[src/hdl/fltpw_pkg.sv]
// Shared types and constants of the four-level page table walker.
package fltpw_pkg;

    localparam int VA_BITS    = 48;
    localparam int PA_WIDTH   = 52;
    localparam int ENTRY_BITS = 64;
    localparam int PAGE_SHIFT = 12;
    localparam int TOP_SHIFT  = 39;
    localparam int IDX_BITS   = 9;
    localparam int ENT_PRESENT_BIT = 0;
    localparam int ENT_LARGE_BIT   = 7;
    localparam logic [1:0] LAST_LEVEL = 2'd3;

    typedef enum logic [0:0] {
        OP_TRANSLATE = 1'b0,
        OP_RESPONSE  = 1'b1
    } t_op;

    typedef enum logic [1:0] {
        KIND_READ  = 2'd0,
        KIND_DONE  = 2'd1,
        KIND_FAULT = 2'd2,
        KIND_ERROR = 2'd3
    } t_kind;

    // One classified word as it sits in the queue between front and back.
    typedef struct packed {
        t_op                     op;
        logic [VA_BITS-1:0]      virt_addr;
        logic [ENTRY_BITS-1:0]   entry_data;
    } t_item;

endpackage

[src/hdl/fltpw_in_if.sv]
// Input channel: translate requests and table entry responses.
interface fltpw_in_if;
    logic                              valid;
    logic                              ready;
    logic                              opcode;
    logic [fltpw_pkg::VA_BITS-1:0]     virt_addr;
    logic [fltpw_pkg::ENTRY_BITS-1:0]  entry_data;

    modport source (output valid, output opcode, output virt_addr, output entry_data,
                    input ready);
    modport sink (input valid, input opcode, input virt_addr, input entry_data,
                  output ready);
endinterface

[src/hdl/fltpw_out_if.sv]
// Output channel: read requests, finished translations, faults and errors.
interface fltpw_out_if;
    logic                            valid;
    logic                            ready;
    logic [1:0]                      kind;
    logic [fltpw_pkg::PA_WIDTH-1:0]  address;
    logic [1:0]                      level;

    modport source (output valid, output kind, output address, output level,
                    input ready);
    modport sink (input valid, input kind, input address, input level,
                  output ready);
endinterface

[src/hdl/four_level_page_table_walker_top.sv]
// Top level of the four-level page table walker.
// The walker takes one word per cycle on i_item while the queue has room and gives
// one result word for each on o_result. A front end decodes each word into a
// two-entry queue; the back end takes one queued word per cycle while the output is
// not stalled, advances the walk state and loads the result register, so the walk
// state update in the back end sets the sustained rate of one word per cycle. A
// translate request yields a read request for the top-level entry, and each entry
// response yields the next read request, a finished translation or a not-present
// fault. A request during a walk, or a response with no walk in progress, yields a
// protocol error and leaves the walk alone. The root table base is written through
// i_cfg_we and i_cfg_data; the user must do so only while the walker is idle (the
// block does not check). Its low 12 bits and bits at or above PA_BITS are ignored.
module four_level_page_table_walker_top #(
    parameter int PA_BITS = 52
) (
    input  logic                            i_clk,
    input  logic                            i_rst_n,
    input  logic                            i_cfg_we,
    input  logic [fltpw_pkg::PA_WIDTH-1:0]  i_cfg_data,
    fltpw_in_if.sink                        i_item,
    fltpw_out_if.source                     o_result
);
    import fltpw_pkg::*;

    logic   q_valid;
    logic   q_ready;
    t_item  q_item;

    fltpw_front u_front (
        .i_clk     (i_clk),
        .i_rst_n   (i_rst_n),
        .i_item    (i_item),
        .o_q_valid (q_valid),
        .i_q_ready (q_ready),
        .o_q_item  (q_item)
    );

    fltpw_back #(
        .PA_BITS (PA_BITS)
    ) u_back (
        .i_clk      (i_clk),
        .i_rst_n    (i_rst_n),
        .i_cfg_we   (i_cfg_we),
        .i_cfg_data (i_cfg_data),
        .i_q_valid  (q_valid),
        .o_q_ready  (q_ready),
        .i_q_item   (q_item),
        .o_result   (o_result)
    );

endmodule

[src/hdl/fltpw_front.sv]
// Front end: accepts input words, decodes them and queues them for the walker.
module fltpw_front (
    input  logic              i_clk,
    input  logic              i_rst_n,
    fltpw_in_if.sink          i_item,
    output logic              o_q_valid,
    input  logic              i_q_ready,
    output fltpw_pkg::t_item  o_q_item
);
    import fltpw_pkg::*;

    localparam int DEPTH = 2;

    t_item      r_queue [DEPTH];
    logic       r_wptr;
    logic       r_rptr;
    logic [1:0] r_count;
    logic       push;
    logic       pop;
    t_item      in_item;

    always_comb begin
        in_item.op         = t_op'(i_item.opcode);
        in_item.virt_addr  = i_item.virt_addr;
        in_item.entry_data = i_item.entry_data;
    end

    assign i_item.ready = (r_count != 2'(DEPTH));
    assign push         = i_item.valid && i_item.ready;
    assign o_q_valid    = (r_count != 2'd0);
    assign pop          = o_q_valid && i_q_ready;
    assign o_q_item     = r_queue[r_rptr];

    always_ff @(posedge i_clk) begin
        if (push) begin
            r_queue[r_wptr] <= in_item;
        end
    end

    always_ff @(posedge i_clk) begin
        if (!i_rst_n) begin
            r_wptr  <= 1'b0;
            r_rptr  <= 1'b0;
            r_count <= 2'd0;
        end else begin
            if (push) begin
                r_wptr <= ~r_wptr;
            end
            if (pop) begin
                r_rptr <= ~r_rptr;
            end
            if (push && !pop) begin
                r_count <= r_count + 2'd1;
            end else if (pop && !push) begin
                r_count <= r_count - 2'd1;
            end
        end
    end

endmodule

[src/hdl/fltpw_back.sv]
// Back end: walk state, per-word walk step and the registered result word.
module fltpw_back #(
    parameter int PA_BITS = 52
) (
    input  logic                              i_clk,
    input  logic                              i_rst_n,
    input  logic                              i_cfg_we,
    input  logic [fltpw_pkg::PA_WIDTH-1:0]    i_cfg_data,
    input  logic                              i_q_valid,
    output logic                              o_q_ready,
    input  fltpw_pkg::t_item                  i_q_item,
    fltpw_out_if.source                       o_result
);
    import fltpw_pkg::*;

    localparam int FRAME_BITS = PA_BITS - PAGE_SHIFT;
    localparam logic [PA_WIDTH-1:0] PA_MASK =
        PA_WIDTH'((64'd1 << PA_BITS) - 64'd1);
    localparam logic [PA_WIDTH-1:0] FRAME_MASK =
        PA_MASK & ~PA_WIDTH'((64'd1 << PAGE_SHIFT) - 64'd1);

    logic [FRAME_BITS-1:0]  r_root_frame;
    logic                   r_busy;
    logic [1:0]             r_level;
    logic [VA_BITS-1:0]     r_vaddr;
    logic [FRAME_BITS-1:0]  r_frame;
    logic                   n_busy;
    logic [1:0]             n_level;
    logic [VA_BITS-1:0]     n_vaddr;
    logic [FRAME_BITS-1:0]  n_frame;

    logic                   r_out_valid;
    t_kind                  r_kind;
    logic [PA_WIDTH-1:0]    r_address;
    logic [1:0]             r_out_level;

    t_kind                  res_kind;
    logic [PA_WIDTH-1:0]    res_address;
    logic [1:0]             res_level;
    logic                   issue_read;
    logic [IDX_BITS-1:0]    index;
    logic [PA_WIDTH-1:0]    off_mask;
    logic [PA_WIDTH-1:0]    ent_frame;
    logic [PA_WIDTH-1:0]    phys_addr;
    logic                   pop;

    assign o_q_ready = !r_out_valid || o_result.ready;
    assign pop       = i_q_valid && o_q_ready;

    // Offset bits kept from the virtual address when the walk ends at this level.
    always_comb begin
        case (r_level)
            2'd0:    off_mask = PA_WIDTH'((64'd1 << TOP_SHIFT) - 64'd1);
            2'd1:    off_mask = PA_WIDTH'((64'd1 << (TOP_SHIFT - IDX_BITS)) - 64'd1);
            2'd2:    off_mask = PA_WIDTH'((64'd1 << (TOP_SHIFT - 2 * IDX_BITS)) - 64'd1);
            default: off_mask = PA_WIDTH'((64'd1 << PAGE_SHIFT) - 64'd1);
        endcase
    end

    assign ent_frame = i_q_item.entry_data[PA_WIDTH-1:0] & FRAME_MASK;
    assign phys_addr = ((ent_frame & ~off_mask)
                       | (PA_WIDTH'(r_vaddr) & off_mask)) & PA_MASK;

    always_comb begin
        n_busy      = r_busy;
        n_level     = r_level;
        n_vaddr     = r_vaddr;
        n_frame     = r_frame;
        res_kind    = KIND_ERROR;
        res_address = '0;
        res_level   = 2'd0;
        issue_read  = 1'b0;
        index       = '0;

        unique case (i_q_item.op)
            OP_TRANSLATE: begin
                if (r_busy) begin
                    res_level = r_level;
                end else begin
                    n_busy     = 1'b1;
                    n_level    = 2'd0;
                    n_vaddr    = i_q_item.virt_addr;
                    n_frame    = r_root_frame;
                    issue_read = 1'b1;
                end
            end
            OP_RESPONSE: begin
                if (!r_busy) begin
                    res_level = 2'd0;
                end else if (!i_q_item.entry_data[ENT_PRESENT_BIT]) begin
                    n_busy    = 1'b0;
                    res_kind  = KIND_FAULT;
                    res_level = r_level;
                end else if (i_q_item.entry_data[ENT_LARGE_BIT] || r_level == LAST_LEVEL) begin
                    n_busy      = 1'b0;
                    res_kind    = KIND_DONE;
                    res_address = phys_addr;
                    res_level   = r_level;
                end else begin
                    n_frame    = i_q_item.entry_data[PA_BITS-1:PAGE_SHIFT];
                    n_level    = r_level + 2'd1;
                    issue_read = 1'b1;
                end
            end
            default: begin
                res_level = 2'd0;
            end
        endcase

        // The read address is built from the walk state this word leaves behind.
        if (issue_read) begin
            case (n_level)
                2'd0:    index = n_vaddr[TOP_SHIFT +: IDX_BITS];
                2'd1:    index = n_vaddr[TOP_SHIFT - IDX_BITS +: IDX_BITS];
                2'd2:    index = n_vaddr[TOP_SHIFT - 2 * IDX_BITS +: IDX_BITS];
                default: index = n_vaddr[PAGE_SHIFT +: IDX_BITS];
            endcase
            res_kind    = KIND_READ;
            res_address = '0;
            res_address[PA_BITS-1:PAGE_SHIFT] = n_frame;
            res_address[PAGE_SHIFT-1:3]       = index;
            res_level   = n_level;
        end
    end

    always_ff @(posedge i_clk) begin
        if (!i_rst_n) begin
            r_root_frame <= '0;
            r_busy       <= 1'b0;
            r_level      <= 2'd0;
            r_vaddr      <= '0;
            r_frame      <= '0;
            r_out_valid  <= 1'b0;
        end else begin
            if (i_cfg_we) begin
                r_root_frame <= i_cfg_data[PA_BITS-1:PAGE_SHIFT];
            end
            if (pop) begin
                r_busy      <= n_busy;
                r_level     <= n_level;
                r_vaddr     <= n_vaddr;
                r_frame     <= n_frame;
                r_out_valid <= 1'b1;
            end else if (o_result.ready) begin
                r_out_valid <= 1'b0;
            end
        end
    end

    always_ff @(posedge i_clk) begin
        if (pop) begin
            r_kind      <= res_kind;
            r_address   <= res_address;
            r_out_level <= res_level;
        end
    end

    assign o_result.valid   = r_out_valid;
    assign o_result.kind    = r_kind;
    assign o_result.address = r_address;
    assign o_result.level   = r_out_level;

endmodule
[src/flat_wrapper.sv]
// flat-port wrapper written by rule: the top's interface ports become plain ports
module four_level_page_table_walker_top_flat import fltpw_pkg::*;
#(
    parameter int PA_BITS = 52
)
  (i_clk, i_rst_n, i_cfg_we, i_cfg_data, i_item_valid, i_item_opcode, i_item_virt_addr, i_item_entry_data, i_item_ready, o_result_valid, o_result_kind, o_result_address, o_result_level, o_result_ready);
  fltpw_in_if i_item_i ();
  fltpw_out_if o_result_i ();
  input  logic i_clk;
  input  logic i_rst_n;
  input  logic i_cfg_we;
  input  logic [fltpw_pkg::PA_WIDTH-1:0] i_cfg_data;
  input wire logic [$bits(i_item_i.valid)-1:0] i_item_valid;
  input wire logic [$bits(i_item_i.opcode)-1:0] i_item_opcode;
  input wire logic [$bits(i_item_i.virt_addr)-1:0] i_item_virt_addr;
  input wire logic [$bits(i_item_i.entry_data)-1:0] i_item_entry_data;
  output wire logic [$bits(i_item_i.ready)-1:0] i_item_ready;
  output wire logic [$bits(o_result_i.valid)-1:0] o_result_valid;
  output wire logic [$bits(o_result_i.kind)-1:0] o_result_kind;
  output wire logic [$bits(o_result_i.address)-1:0] o_result_address;
  output wire logic [$bits(o_result_i.level)-1:0] o_result_level;
  input wire logic [$bits(o_result_i.ready)-1:0] o_result_ready;
  assign i_item_i.valid = i_item_valid;
  assign i_item_i.opcode = i_item_opcode;
  assign i_item_i.virt_addr = i_item_virt_addr;
  assign i_item_i.entry_data = i_item_entry_data;
  assign i_item_ready = i_item_i.ready;
  assign o_result_valid = o_result_i.valid;
  assign o_result_kind = o_result_i.kind;
  assign o_result_address = o_result_i.address;
  assign o_result_level = o_result_i.level;
  assign o_result_i.ready = o_result_ready;
  four_level_page_table_walker_top #(.PA_BITS(PA_BITS)) u_core (.i_clk(i_clk), .i_rst_n(i_rst_n), .i_cfg_we(i_cfg_we), .i_cfg_data(i_cfg_data), .i_item(i_item_i), .o_result(o_result_i));
endmodule
[config.mk]
export PLATFORM = sky130hd
export DESIGN_NAME = four_level_page_table_walker_top_flat
export DESIGN_NICKNAME = d
export VERILOG_FILES = /design/src/hdl/fltpw_pkg.sv /design/src/hdl/fltpw_in_if.sv /design/src/hdl/fltpw_out_if.sv /design/src/hdl/four_level_page_table_walker_top.sv /design/src/hdl/fltpw_front.sv /design/src/hdl/fltpw_back.sv /design/src/flat_wrapper.sv
export SDC_FILE = /design/constraint.sdc
export NUM_CORES = 1
export LEC_CHECK = 0
export ABC_CLOCK_PERIOD_IN_PS = 13800
export BUFFER_PORTS_ARGS = -buffer_cell sky130_fd_sc_hd__buf_4
export CORE_ASPECT_RATIO = 2
export CORE_UTILIZATION = 50
export DETAILED_ROUTE_END_ITERATION = 8
export HOLD_SLACK_MARGIN = 0.1
export PLACE_DENSITY = 0.72
export SLEW_MARGIN = 20
export SYNTH_ARGS = -nofsm -noshare
export SYNTH_HDL_FRONTEND = slang
export SYNTH_SLANG_ARGS = --single-unit
[constraint.sdc]
create_clock -name i_clk -period 13.8 [get_ports i_clk]
set_input_delay 3.45 -clock i_clk [delete_from_list [all_inputs] [get_ports i_clk]]
set_output_delay 3.45 -clock i_clk [all_outputs]
set_load 0.05 [all_outputs]
Word-level counts from Yosys, hierarchy flattened
Memory sizes are Yosys's and may differ from the RTL's. A register that Yosys moved wholly into a read port is not among the register bits.
Index checks and enable logic that the tools add are counted.
W data, S select, Z words.
{ "classes": {"n_lt_le_gt_ge": 0, "reduce_logical": 16, "shifts": 0, "n_div": 0, "n_mul": 0, "n_eq_ne": 6, "bitwise_logic": 10, "n_addsub": 3, "mux": 42} }
{ "op_table": {"columns": ["op", "count"], "rows": [
  ["$mux W52", 5],
  ["$mux W40", 4],
  ["$pmux W39 S3", 1],
  ["$mux W48", 2],
  ["$pmux W40 S2", 1],
  ["$and A48 B52 Y52", 1],
  ["$and A52 B52 Y52", 1],
  ["$not A52 Y52", 1],
  ["$or A52 B52 Y52", 1],
  ["$mux W2", 14],
  ["$pmux W9 S3", 1],
  ["$mux W1", 10],
  ["$pmux W2 S2", 2],
  ["$eq A2 B2 Y1 const B", 3],
  ["$not A1 Y1", 6],
  ["$reduce_bool A2 Y1", 3],
  ["$reduce_or A5 Y1", 1],
  ["$add A2 B1 Y2 const B", 2],
  ["$eq A2 B1 Y1 const B", 2],
  ["$logic_and A1 B1 Y1", 4],
  ["$logic_not A2 Y1", 2],
  ["$pmux W1 S2", 2],
  ["$logic_not A1 Y1", 3],
  ["$reduce_and A3 Y1", 1],
  ["3 further kinds", 4]
]} }
{ "totals": {"word_cells": 92, "mem_count": 1, "output_inout_bits": 58, "reg_bits": 192, "latchBits": 0, "mem_bits_rw": 226, "rom_bits": 0} }
{ "memory_table": {"columns": ["name", "words", "width", "rd", "rd_clocked_by_memory_dff", "write_ports", "line_no", "text"], "rows": [
  ["u_core.u_front.r_queue", 2, 113, 1, 1, 1, "fltpw_front.sv:14", "t_item r_queue [DEPTH];"]
]} }

Longest topological paths before layout
{ "depth": {"ltp_word": 10, "depth_mapped": 10} }

Hierarchy
From an unflattened synthesis, not the netlist that was laid out.
{ "hier_totals": {"hier_cells": 1135, "hier_area_um2": 16754.8} }
{ "modules_own_cells": {"columns": ["mod", "seq_area_each_um2", "n_inst", "cells_per_inst", "area_per_inst_um2"], "rows": [
  ["fltpw_front", 6886.6, 1, 376, 8689.6],
  ["fltpw_back", 4083.9, 1, 759, 8065.2]
]} }

Worst setup path before layout
OpenSTA, ideal clock, no wires.
{ "synth_path": {"kind": "input to register", "startpoint": "in i_item_valid", "endpoint": "mem u_core.u_front.r_queue[0][0] in the netlist's numbering, enable pin", "setup_time_ns": 0.543, "path_slack_ns": 5.898, "n_path_buf": 0, "stages": 2, "required_time_ns": 13.257, "arrival_time_ns": 7.359, "path_cell_list": "nand2_1 > nor2_1"} }
{ "synth_via": {"elab_chain_len": 3} }
{ "synth_rtl": {"columns": ["element", "line_no", "text"], "rows": [
  ["start, declared", "flat_wrapper.sv:13", "input wire logic [$bits(i_item_i.valid)-1:0] i_item_valid;"],
  ["$logic_and A1 B1 Y1", "fltpw_front.sv:29", "assign push = i_item.valid && i_item.ready;"],
  ["$mux W1", "fltpw_front.sv:35", "if (push) begin"],
  ["$mux W1 (not written as such)", "fltpw_front.sv:36", "r_queue[r_wptr] <= in_item;"],
  ["end, declared", "fltpw_front.sv:14", null]
]} }
No other way between the ends.

Worst setup path after layout
{ "layout_path": {"startpoint": "in o_result_ready", "endpoint": "reg u_core.u_back.r_frame[6]"} }
{ "layout_via": {"elab_chain_len": 2} }
{ "layout_rtl": {"columns": ["element", "line_no", "text"], "rows": [
  ["start, declared", "flat_wrapper.sv:22", "input wire logic [$bits(o_result_i.ready)-1:0] o_result_ready;"],
  ["$logic_or A1 B1 Y1", "fltpw_back.sv:47", "assign o_q_ready = !r_out_valid || o_result.ready;"],
  ["$logic_and A1 B1 Y1", "fltpw_back.sv:48", "assign pop = i_q_valid && o_q_ready;"],
  ["via u_core.u_back.pop", "fltpw_back.sv:45", "logic pop;"],
  ["end signal, assigned", "fltpw_back.sv:142", "r_frame <= n_frame;"],
  ["end, declared", "fltpw_back.sv:26", "logic [FRAME_BITS-1:0] r_frame;"]
]} }
The timed path passes the listed nets, and every way through them passes these cells.
A chain may end at the register's enable or synchronous reset.

==> flow_summary.json <==
{
  "cp-start-kind": "primary input",
  "final_cell_mix": "edfxtp_1, buf_4, mux2i_1",
  "area_delta_synth_final_pct": 18.46,
  "synth_compound_area_frac": 0.1312,
  "hold_path.class": "reg -> reg",
  "slowest_stage": "buf_4",
  "root_buffer": "clkbuf_16",
  "ys_warn_count": 0,
  "power_density_mw_per_mm2": 201.8,
  "dp_hpwl_um": 22670,
  "hold_violations": 0,
  "boundaryPins": 228,
  "synth.distinct_cells": 49,
  "cp_max_fo": 60,
  "finalCritPeriodShare": 0.3584,
  "antenna_found_initial": 3,
  "gp_congestion": 0.7999,
  "ant_nets": 0,
  "vias": 9451,
  "criticalPathCategory": "in -> reg",
  "grt_pass1_vias": 9299,
  "grt-ovfl-total": 0,
  "vdd_drop_max_mv": 0.1539,
  "cts_setup_buffers": 0,
  "die_y_um": 244.8,
  "cts_tree": "yes",
  "cpPeakStageDelay_ns": 0.73,
  "hold_start": "u_core.u_back.r_frame[1]$_SDFFE_PN0P_",
  "finClkSkew_ns": 0.01421,
  "num-nets-final": 1431,
  "synthMuxAreaShare": 0.1023,
  "max-slew-margin-rel": 0.3220,
  "grtUsageTotal": 0.2361,
  "end_kind": "register",
  "synth_simple_gate_area_frac": 0.07438,
  "ctsHoldBuffers": 0,
  "p_leak_nw": 6.756,
  "die_w_um": 123.4,
  "die_area_mm2": 0.03020,
  "core_mm2": 0.02896,
  "final.setup.tns_ns": 0,
  "syn_nets": 1274,
  "p_total_w": 0.003523,
  "crit_start": "o_result_ready",
  "synth_top_family_by_area": "compound AO/OA/AOI/OAI gates",
  "drc": 0,
  "syn_avg_cell_area_um2": 13.42,
  "stdcell_count": 1643,
  "path_cells": "buf_4 > nor2b_1 > or2_2 > inv_2 > buf_4 > nand2_1 > buf_4 > o2bb2ai_1",
  "cap_violations": 0,
  "drt-total-wl_um": 35130,
  "grt_pass1_wl_um": 52920,
  "fillCellCount": 2300,
  "path_buf_inv": 4,
  "synth_xor_area_frac": 0.001783,
  "port_buffers": 193,
  "drive_gt1_frac": 0.2156,
  "vias_per_cell": 5.752,
  "grt_setup_unrepaired": "false",
  "outcome": "completed",
  "postPlaceCellArea_mm2": 0.01639,
  "cp.arrival_ns": 5.43,
  "drt_iter0_drc": 653,
  "ctsResizeCount": 0,
  "max_freq_mhz": 202.2,
  "cts_buffers": 31,
  "fin_area_mm2": 0.01746,
  "post-route-min-period_ns": 4.947,
  "synthesis.area_mm2": 0.01474,
  "path_clk_slew_ns": 0.07,
  "yosysSeqAreaShare": 0.6576,
  "final_util": 0.6028,
  "synth-edff-count": 238,
  "synth_seq_cells": 365,
  "setup_viol": 0,
  "critPathTopFamily": "buffers and inverters",
  "async_flop_share": 0,
  "final_common_cell": "edfxtp_1",
  "rows": 88,
  "tightestPinTransition_ns": 1.017,
  "synth_flop_cell": "edfxtp_1",
  "synth-adder-area-share": 0.005095,
  "dr.pass1.iters": 4,
  "placed_cells": 1582,
  "start_util": 0.5089,
  "htree_levels": 1,
  "cp.required_ns": 14.29,
  "clkLatencyLatePin_ns": 0.57,
  "wire_per_inst_um": 21.38,
  "cts.sinks": 365,
  "syn_inst": 1098,
  "grt_max_degree": 100,
  "clk_path_buf_depth": 3,
  "path_common_cell": "buf_4",
  "drv_slew": 0
}
-- cell families after synthesis --
kind of cell | Yosys count
fa+ha+maj | 6
mux | 149
compound gates | 266
simple gates | 221
xor+xnor | 3
buf+inv | 88
flops | 365
-- report_power, final --
group | leakage (nW) | switching (W) | internal [W]
clock | 0.506 | 0.000381 | 0.000509
combinational | 2.96 | 0.000722 | 0.000337
sequential | 3.29 | 0.000143 | 0.00143
-- cells in the mapped netlist, types with 2 or more instances --
| cell type | n | area share |
|---|---|---|
| a211o_1 | 2 | 0.0012 |
| a21boi_0 | 11 | 0.0056 |
| a21o_1 | 4 | 0.0020 |
| a21oi_1 | 29 | 0.0098 |
| a22oi_1 | 31 | 0.016 |
| and2_1 | 8 | 0.0034 |
| and3_1 | 17 | 0.0072 |
| buf_2 | 29 | 0.0098 |
| buf_4 | 11 | 0.0056 |
| clkbuf_1 | 43 | 0.011 |
| dfxtp_1 | 127 | 0.17 |
| edfxtp_1 | 238 | 0.49 |
| ha_1 | 6 | 0.0051 |
| inv_1 | 4 | 0.0010 |
| mux2_2 | 10 | 0.0076 |
| mux2i_1 | 138 | 0.094 |
| nand2_1 | 101 | 0.026 |
| nand3_1 | 4 | 0.0014 |
| nand4_1 | 3 | 0.0013 |
| nor2_1 | 24 | 0.0061 |
| nor2b_1 | 50 | 0.021 |
| nor3_1 | 3 | 0.0010 |
| o211a_1 | 40 | 0.027 |
| o211ai_1 | 10 | 0.0051 |
| o21a_1 | 3 | 0.0015 |
| o21ai_0 | 41 | 0.014 |
| o22ai_1 | 30 | 0.013 |
| o2bb2ai_1 | 30 | 0.018 |
| o31ai_1 | 30 | 0.015 |
| xnor2_1 | 2 | 0.0012 |
-- layout make-up --
type                            count  area (um2)  share of cell area
Antenna cell                        3       7.507           0.0004301
Clock buffer                       46       903.4             0.05175
Clock inverter                     12       140.1            0.008028
Inverter                            5       18.77            0.001075
Multi-Input combinational cell    645        4679              0.2681
Sequential cell                   365        9694              0.5554
Tap cell                          360       450.4             0.02580
Timing Repair Buffer              207        1562             0.08946
-- worst reg2reg max path: stages, from the launching register on --
cell and delay [ns]:
dfxtp_4 0.85, mux2i_4 0.35, buf_4 0.64, nor3_1 0.18, a211oi_4 0.64, mux2i_1 0.39
o211ai_1 0.19
-- registers in the layout (all words and copies together), names as in the netlist, named ones only --
name and flops:
u_core.u_back.o_result.address 52, u_core.u_back.o_result.kind 2, u_core.u_back.o_result.level 2, u_core.u_back.o_result.valid 1, u_core.u_back.r_busy 1, u_core.u_back.r_frame 30
u_core.u_back.r_level 2, u_core.u_back.r_root_frame 40, u_core.u_back.r_vaddr 48, u_core.u_front.r_count 2, u_core.u_front.r_queue 182, u_core.u_front.r_rptr 1
u_core.u_front.r_wptr 1
-- metal layers --
metal / global-route usage / wire length, um / vias to the layer above
met5: 0 / 0 / -
met1: 0.2707 / 12800 / 4563
met4: 0.1215 / 1504 / 0
met2: 0.4252 / 19060 / 347
met3: 0.02393 / 1758 / 77
li1: - / - / 4464
-- metrics by stage --
step | hold WS (ns) | worst slack [ns]
2_1_floorplan | 0.4322 | 5.898
3_3_place_gp | 0.4435 | 8.360
3_5_place_dp | 0.4462 | 8.297
4_1_cts | 0.4671 | 8.864
5_1_grt | 0.4788 | 8.756
6_report | 0.4659 | 8.853
-- final timing paths --
kind,to,slack [ns],cells after the start
worst max-delay path,u_core.u_back.r_frame[6]$_SDFFE_PN0P_,8.85,8
worst min-delay path,u_core.u_back.r_frame[1]$_SDFFE_PN0P_,0.47,1
worst max register to register,u_core.u_back.o_result.address[7]$_DFFE_PP_,10.25,6
worst min register to register,u_core.u_back.r_frame[1]$_SDFFE_PN0P_,0.47,1
No activity file was read; power rests on OpenSTA's default activity.
